**src/rgrm_pkg.sv**
```systemverilog
`timescale 1ns / 1ps

package rgrm_pkg;

	localparam int CFG_DATA_W = 32;
	localparam int WSIZE_W    = 5;
	localparam int TIME_W     = 32;

	localparam logic CFG_WINDOW_SIZE  = 1'b0;
	localparam logic CFG_MIN_INTERVAL = 1'b1;

	typedef struct packed {
		logic clear;
		logic ins;
		logic shift;
	} cell_ctrl_t;

	typedef struct packed {
		logic vld;
		logic gt;
	} cell_flags_t;

endpackage

```
**src/rgrm_cell.sv**
```systemverilog
`timescale 1ns / 1ps

module rgrm_cell #(
	parameter int W = 16
) (
	input  logic                    clk,
	input  logic                    arst_n,
	input  rgrm_pkg::cell_ctrl_t    ctrl,
	input  logic signed [W-1:0]     x,
	input  logic signed [W-1:0]     left_val,
	input  rgrm_pkg::cell_flags_t   left_flags,
	input  logic signed [W-1:0]     right_val,
	input  logic                    right_vld,
	output logic signed [W-1:0]     val,
	output rgrm_pkg::cell_flags_t   flags
);
	import rgrm_pkg::*;

	logic signed [W-1:0] val_q;
	logic                vld_q;

	// An empty cell counts as larger than any sample, so the row stays sorted.
	assign val       = val_q;
	assign flags.vld = vld_q;
	assign flags.gt  = !vld_q || (val_q > x);

	always_ff @(posedge clk or negedge arst_n) begin
		if (!arst_n) begin
			vld_q <= 1'b0;
		end else if (ctrl.clear) begin
			vld_q <= 1'b0;
		end else if (ctrl.ins) begin
			if (flags.gt) begin
				vld_q <= vld_q | left_flags.vld;
			end
		end else if (ctrl.shift) begin
			vld_q <= right_vld;
		end
	end

	always_ff @(posedge clk) begin
		if (ctrl.ins) begin
			if (flags.gt) begin
				val_q <= left_flags.gt ? left_val : x;
			end
		end else if (ctrl.shift) begin
			val_q <= right_val;
		end
	end

endmodule

```
**src/rate_gated_running_median.sv**
```systemverilog
`timescale 1ns / 1ps

// Rate-gated running median over a ring window of signed samples.
// Input channel (in_valid/in_ready) takes a sample and its tick timestamp.
// A sample is stored only if the wrap-around tick distance from the last
// stored one is at least min_interval. Every request yields one result on
// the output channel (out_valid/out_ready): accepted, valid_count and twice
// the median of the valid entries (0 when the window is empty).
// Configuration writes (cfg_valid/cfg_ready, always ready) set window_size
// at index 0 and min_interval at index 1; write them only while idle.
// Each request streams the valid entries of the window into a row of
// sorting cells one entry per cycle, then shifts the row out until the
// middle values have passed. No new request is taken while the sorter
// works; the next one can be taken once the result is registered.
// A new request is taken while an earlier result still waits; if the
// receiver stalls, the next result holds in the sorter until the output
// register frees. Reset empties the window, sets window_size to 16 and
// min_interval to 0; no clearing pass is needed.
module rate_gated_running_median #(
	parameter int MAX_WINDOW  = 16,
	parameter int SAMPLE_BITS = 16
) (
	input  logic                                 clk,
	input  logic                                 arst_n,
	input  logic                                 cfg_valid,
	output logic                                 cfg_ready,
	input  logic                                 cfg_index,
	input  logic [rgrm_pkg::CFG_DATA_W-1:0]      cfg_data,
	input  logic                                 in_valid,
	output logic                                 in_ready,
	input  logic signed [SAMPLE_BITS-1:0]        sample,
	input  logic [rgrm_pkg::TIME_W-1:0]          timestamp,
	output logic                                 out_valid,
	input  logic                                 out_ready,
	output logic                                 accepted,
	output logic [$clog2(MAX_WINDOW+1)-1:0]      valid_count,
	output logic signed [SAMPLE_BITS:0]          median_twice
);
	import rgrm_pkg::*;

	localparam int CW = $clog2(MAX_WINDOW + 1);
	localparam int PW = (MAX_WINDOW > 1) ? $clog2(MAX_WINDOW) : 1;
	localparam int MW = SAMPLE_BITS + 1;

	localparam logic [1:0] S_IDLE  = 2'd0;
	localparam logic [1:0] S_FILL  = 2'd1;
	localparam logic [1:0] S_DRAIN = 2'd2;
	localparam logic [1:0] S_ZERO  = 2'd3;

	logic [WSIZE_W-1:0]          window_size_q;
	logic [TIME_W-1:0]           min_interval_q;
	logic [TIME_W-1:0]           last_time_q;
	logic [PW-1:0]               wp_q;
	logic                        full_q;
	logic [1:0]                  state_q;
	logic [CW-1:0]               k_q;
	logic [CW-1:0]               n_q;
	logic [CW-1:0]               lo_q;
	logic [CW-1:0]               hi_q;
	logic                        acc_q;
	logic signed [SAMPLE_BITS-1:0] a_q;
	logic signed [SAMPLE_BITS-1:0] window_q [MAX_WINDOW];

	logic                        out_valid_q;
	logic                        accepted_q;
	logic [CW-1:0]               count_q;
	logic signed [MW-1:0]        median_q;

	logic [CW-1:0]               size;
	logic [TIME_W-1:0]           diff;
	logic                        acc;
	logic                        wrap_pre;
	logic [PW-1:0]               wp_pre;
	logic                        full_pre;
	logic [CW-1:0]               wp_inc;
	logic [PW-1:0]               wp_new;
	logic                        full_new;
	logic [CW-1:0]               n_new;
	logic                        in_acc;
	logic                        out_free;
	logic                        drain_step;
	logic                        finish;
	logic signed [SAMPLE_BITS-1:0] a_sel;
	logic signed [SAMPLE_BITS-1:0] fill_x;
	cell_ctrl_t                  ctrl;

	logic signed [SAMPLE_BITS-1:0] c_val   [MAX_WINDOW];
	cell_flags_t                   c_flags [MAX_WINDOW];

	assign cfg_ready = 1'b1;
	assign in_ready  = (state_q == S_IDLE);
	assign in_acc    = in_valid && in_ready;
	assign out_free  = !out_valid_q || out_ready;

	always_comb begin
		if (window_size_q == '0) begin
			size = CW'(1);
		end else if (window_size_q > MAX_WINDOW) begin
			size = CW'(MAX_WINDOW);
		end else begin
			size = CW'(window_size_q);
		end
		diff     = timestamp - last_time_q;
		acc      = (diff >= min_interval_q);
		wrap_pre = (CW'(wp_q) >= size);
		wp_pre   = wrap_pre ? '0 : wp_q;
		full_pre = full_q | wrap_pre;
		wp_inc   = CW'(wp_pre) + CW'(1);
		if (!acc) begin
			wp_new   = wp_q;
			full_new = full_q;
		end else if (wp_inc >= size) begin
			wp_new   = '0;
			full_new = 1'b1;
		end else begin
			wp_new   = wp_inc[PW-1:0];
			full_new = full_pre;
		end
		if (full_new) begin
			n_new = size;
		end else if (CW'(wp_new) < size) begin
			n_new = CW'(wp_new);
		end else begin
			n_new = size;
		end
	end

	always_ff @(posedge clk or negedge arst_n) begin
		if (!arst_n) begin
			window_size_q  <= WSIZE_W'(16);
			min_interval_q <= '0;
		end else if (cfg_valid && cfg_ready) begin
			unique case (cfg_index)
				CFG_WINDOW_SIZE:  window_size_q  <= cfg_data[WSIZE_W-1:0];
				CFG_MIN_INTERVAL: min_interval_q <= cfg_data[TIME_W-1:0];
				default: ;
			endcase
		end
	end

	always_ff @(posedge clk or negedge arst_n) begin
		if (!arst_n) begin
			last_time_q <= '0;
			wp_q        <= '0;
			full_q      <= 1'b0;
		end else if (in_acc) begin
			if (acc) begin
				last_time_q <= timestamp;
			end
			wp_q   <= wp_new;
			full_q <= full_new;
		end
	end

	always_ff @(posedge clk) begin
		if (in_acc && acc) begin
			window_q[wp_pre] <= sample;
		end
	end

	assign fill_x     = window_q[k_q[PW-1:0]];
	assign drain_step = (state_q == S_DRAIN) && ((k_q != hi_q) || out_free);
	assign a_sel      = (lo_q == hi_q) ? c_val[0] : a_q;
	assign finish     = (drain_step && (k_q == hi_q)) || ((state_q == S_ZERO) && out_free);

	always_comb begin
		ctrl.clear = in_acc;
		ctrl.ins   = (state_q == S_FILL);
		ctrl.shift = drain_step;
	end

	always_ff @(posedge clk or negedge arst_n) begin
		if (!arst_n) begin
			state_q <= S_IDLE;
			k_q     <= '0;
		end else begin
			unique case (state_q)
				S_IDLE: begin
					if (in_acc) begin
						k_q     <= '0;
						state_q <= (n_new == '0) ? S_ZERO : S_FILL;
					end
				end
				S_FILL: begin
					if (k_q == n_q - CW'(1)) begin
						k_q     <= '0;
						state_q <= S_DRAIN;
					end else begin
						k_q <= k_q + CW'(1);
					end
				end
				S_DRAIN: begin
					if (drain_step) begin
						if (k_q == hi_q) begin
							state_q <= S_IDLE;
						end else begin
							k_q <= k_q + CW'(1);
						end
					end
				end
				S_ZERO: begin
					if (out_free) begin
						state_q <= S_IDLE;
					end
				end
				default: state_q <= S_IDLE;
			endcase
		end
	end

	always_ff @(posedge clk) begin
		if (in_acc) begin
			n_q   <= n_new;
			lo_q  <= (n_new - CW'(1)) >> 1;
			hi_q  <= n_new >> 1;
			acc_q <= acc;
		end
		if (drain_step && (k_q == lo_q)) begin
			a_q <= c_val[0];
		end
	end

	always_ff @(posedge clk or negedge arst_n) begin
		if (!arst_n) begin
			out_valid_q <= 1'b0;
		end else if (finish) begin
			out_valid_q <= 1'b1;
		end else if (out_ready) begin
			out_valid_q <= 1'b0;
		end
	end

	always_ff @(posedge clk) begin
		if (finish) begin
			accepted_q <= acc_q;
			count_q    <= n_q;
			if (state_q == S_ZERO) begin
				median_q <= '0;
			end else begin
				median_q <= MW'(a_sel) + MW'(c_val[0]);
			end
		end
	end

	assign out_valid    = out_valid_q;
	assign accepted     = accepted_q;
	assign valid_count  = count_q;
	assign median_twice = median_q;

	for (genvar i = 0; i < MAX_WINDOW; i++) begin : g_cell
		logic signed [SAMPLE_BITS-1:0] l_val;
		cell_flags_t                   l_flags;
		logic signed [SAMPLE_BITS-1:0] r_val;
		logic                          r_vld;

		if (i == 0) begin : g_first
			assign l_val   = fill_x;
			assign l_flags = '{vld: 1'b1, gt: 1'b0};
		end else begin : g_inner
			assign l_val   = c_val[i-1];
			assign l_flags = c_flags[i-1];
		end

		if (i == MAX_WINDOW - 1) begin : g_last
			assign r_val = c_val[i];
			assign r_vld = 1'b0;
		end else begin : g_body
			assign r_val = c_val[i+1];
			assign r_vld = c_flags[i+1].vld;
		end

		rgrm_cell #(
			.W(SAMPLE_BITS)
		) u_cell (
			.clk       (clk),
			.arst_n    (arst_n),
			.ctrl      (ctrl),
			.x         (fill_x),
			.left_val  (l_val),
			.left_flags(l_flags),
			.right_val (r_val),
			.right_vld (r_vld),
			.val       (c_val[i]),
			.flags     (c_flags[i])
		);
	end

	a_busy_after_request: assert property (@(posedge clk) disable iff (!arst_n)
		in_acc |=> (state_q != S_IDLE))
		else $error("sorter did not start after a request");

	a_count_bound: assert property (@(posedge clk) disable iff (!arst_n)
		out_valid_q |-> (count_q <= CW'(MAX_WINDOW)))
		else $error("valid count beyond window capacity");

	a_drain_has_data: assert property (@(posedge clk) disable iff (!arst_n)
		(state_q == S_DRAIN) |-> c_flags[0].vld)
		else $error("sort row empty while draining");

	a_wp_range: assert property (@(posedge clk) disable iff (!arst_n)
		CW'(wp_q) < CW'(MAX_WINDOW))
		else $error("write position out of range");

endmodule
```
**config.mk**
```make
export PLATFORM = sky130hd
export DESIGN_NAME = rate_gated_running_median
export DESIGN_NICKNAME = d
export VERILOG_FILES = /design/src/rgrm_pkg.sv /design/src/rgrm_cell.sv /design/src/rate_gated_running_median.sv
export SDC_FILE = /design/constraint.sdc
export NUM_CORES = 2
export LEC_CHECK = 0
export BUFFER_PORTS_ARGS = -buffer_cell sky130_fd_sc_hd__buf_2
export CORE_MARGIN = 3
export CORE_UTILIZATION = 57
export DETAILED_ROUTE_END_ITERATION = 8
export HOLD_SLACK_MARGIN = 0.15
export PLACE_DENSITY = 0.87
export SLEW_MARGIN = 0
export SYNTH_ARGS = -nofsm -noshare
export SYNTH_HDL_FRONTEND = slang
export SYNTH_SLANG_ARGS = --single-unit
```
**constraint.sdc**
```tcl
create_clock -name clk -period 6.65 [get_ports clk]
set_input_delay 0.3325 -clock clk [delete_from_list [all_inputs] [get_ports clk]]
set_output_delay 0.3325 -clock clk [all_outputs]
set_load 0.01 [all_outputs]
```
==> run summary <==
critical path required time -> 7.04 ns
Die Wd -> 265 µm
synth warn -> 0
Switching Fraction -> 44.0%
final worst clock skew -> 0.0379 ns
filler cell count -> 4385
Cell Rows -> 94
final setup violating endpoints -> 0
CP max-delay cell -> or4_1
DRC violations left -> 0
CTS Buf Count -> 70
Max-slew headroom -> 14.9%
commonest non-fill, non-tap cell in the layout -> edfxtp_1
Post-Syn Instances -> 3227
CP Capture Type -> flip-flop
R2R Path Start -> last_time_q[13]
Layout area overhead -> 13.1%
vias in the first global route -> 28900
post-synthesis cell area -> 38300 µm²
Peak VDD IR -> 447 µV
register share of total power -> 30.8%
initial antenna violation count -> 5
critical path type -> flip-flop to flip-flop
H-tree depth -> 3
Worst-Skew Late Latency -> 0.64 ns
final worst-path cycle share -> 97.5%
Post-Route Utilization -> 65.5%
FF-to-FF setup slack -> 0.17 ns
die area -> 70400 µm²
multi-input logic area -> 17600 µm²
main flop type after synthesis -> edfxtp_1
Gate power share -> 53.5%
clk slew on worst S/H paths -> 0.06 ns
most frequent cells in the layout -> 561 x edfxtp_1, 356 x ha_1, 252 x inv_1
#FFs+latches synth -> 659
root buf cell -> clkbuf_16
startpoint types -> flip-flop
CP arrival -> 6.87 ns
Starting DRT DRC Count -> 3390
starting density of the core -> 57.9%
WL final -> 104000 µm
final hold vios -> 0
DR WL/cell -> 24.0 µm
Boundary Pins -> 112
post-synth net total -> 3673
core area -> 66200 µm²
CTS Buffer Depth -> 3
largest net degree at the start of global routing -> 243
fraction of registers with async set or reset after synthesis -> 14.9%
register area -> 19300 µm²
total number of vias -> 29100
TritonCTS clock tree -> yes
clock share of power -> 15.7%
R2R Path End -> lo_q[1]
Worst Setup EP -> lo_q[1]
Mean Syn Cell Area -> 11.9 µm²
DRT antenna net count -> 0
slowest cell delay on critical path -> 0.42 ns
GRT Overall Usage -> 29.0%
r2r worst-path depth -> 28
max frequency -> 154 MHz
Most Frequent Cell on Critical Path -> ha_1
Final GP Congestion -> 0.890
GR Overflow Total -> 0
Port Buffers -> 110
status -> finished clean
largest fanout on the critical path -> 6
Power Density -> 590 nW/µm²
wire length of the first global-routing pass -> 162000 µm
Synth cell types -> 81
layout cell share with drive strength beyond 1 -> 16.3%
Leakage -> 17.5 nW
CTS sink cnt -> 659
Hold Slack -> 0.180 ns
DP Wirelength -> 67800 µm
overall power -> 25.6 mW
worst-margin pin slew -> 1.28 ns
DRT Pass-1 Iters -> 6
worst min path class -> input port to asynchronous set/reset pin
crit path launch -> last_time_q[13]
Post-synth EDFFs -> 561
Tmin final -> 6.48 ns
Internal -> 14.3 mW
Layout Nets -> 3866
Max Slew Vio Count -> 0
max cap viols -> 0
Seq/Total Area, Yosys -> 50.4%
net switching power -> 11.3 mW
height of the chip -> 265 µm
DR vias/cell -> 6.71
-- cells in the mapped netlist (95+ instances only) --
cell / number / share of area (%)
a21o_1: 95 / 1.9
a21oi_1: 167 / 2.2
clkbuf_1: 122 / 1.2
dfrtp_1: 97 / 6.3
edfxtp_1: 561 / 44
ha_1: 358 / 12
inv_1: 252 / 2.5
nand2_1: 109 / 1.1
nand3_1: 198 / 2.6
nor2_1: 213 / 2.1
o21ai_0: 113 / 1.5
o221ai_1: 114 / 2.6
-- power by group through the flow --
stage | clock (mW) | sequential [mW] | combinational (mW)
after CTS | 4.03 | 7.82 | 13.2
after floorplan | 0 | 7.35 | 9.67
after global placement | 0 | 7.84 | 12.3
after detailed placement | 0 | 7.86 | 12.9
after global routing | 4.20 | 8.00 | 15.0
final | 4.01 | 7.88 | 13.7
-- layout make-up --
class	count	share of cell area [%]
diodes	4	0.0231
well taps	864	2.49
multi-input cells	2154	40.5
flip-flops and latches	659	44.5
clock buffers	85	4.17
repair buffers	279	4.84
inverters	256	2.22
clock inverters	43	1.21
-- critical path: cells and delay by family, from the launching register on --
family                   cells  cell delay [ns]
multiplexers                 2             0.68
buffers and inverters        3             0.34
AO/OA/AOI/OAI               10             1.98
XOR/XNOR                     2             0.21
adder cells (fa/ha/maj)      4             1.17
flip-flops                   1             0.37
AND/OR/NAND/NOR              7             1.49
-- flip-flops by register name (all words and copies together) (netlist names), 16 cells and up --
signal	count
median_twice	17
g_cell.u_cell.vld_q	16
g_cell.u_cell.val	256
last_time_q	32
min_interval_q	32
window_q	256
a_q	16
-- through the flow --
stage / worst slack (ns) / instances / setup TNS (ns) / area (µm²)
floorplan: 0.327 / 3227 / 0 / 38300
global placement: 0.0236 / 4120 / 0 / 40000
detailed placement: -0.122 / 4120 / -0.489 / 40000
CTS: 0.0228 / 4334 / 0 / 43200
global route: -0.133 / 4344 / -0.465 / 43400
finish: 0.167 / 4344 / 0 / 43400
-- timing repair --
item	4_1_cts	5_1_grt
setup endpoints to repair	5	7
buffers inserted	2	6
gates resized for setup	5	14
hold buffers	84	0
pin swaps	3	10
hold endpoints to repair	349	0
-- layer usage --
metal | vias up | GRT usage, % | wire length (µm)
li1 | 12700 | - | -
met1 | 14200 | 37.9 | 39800
met2 | 1880 | 48.4 | 50300
met3 | 374 | 4.76 | 9250
met4 | 2 | 12.4 | 4770
met5 | - | 0 | 7
-- how the worst min path moves through the flow --
stage / start / endpoint / slack (ns) / cells after the start
floorplan: arst_n / full_q / 0.04 / 0
global placement: arst_n / wp_q[0] / 0.28 / 1
detailed placement: arst_n / wp_q[0] / 0.28 / 1
CTS: arst_n / out_valid / 0.15 / 2
global route: arst_n / out_valid / 0.20 / 2
finish: arst_n / wp_q[0] / 0.18 / 2
-- kinds of logic after synthesis --
| logic type | share of synthesized area [%] |
|---|---|
| and+or+nand+nor | 9.53 |
| other | 0.00978 |
| DFF | 50.4 |
| xor gates and xnor gates | 1.30 |
| muxes | 9.32 |
| buffers and inverters | 4.25 |
| adders and majority gates | 11.8 |
| AOI/OAI and AO/OA | 13.4 |
Note: power is estimated with default switching activity, not from simulation.
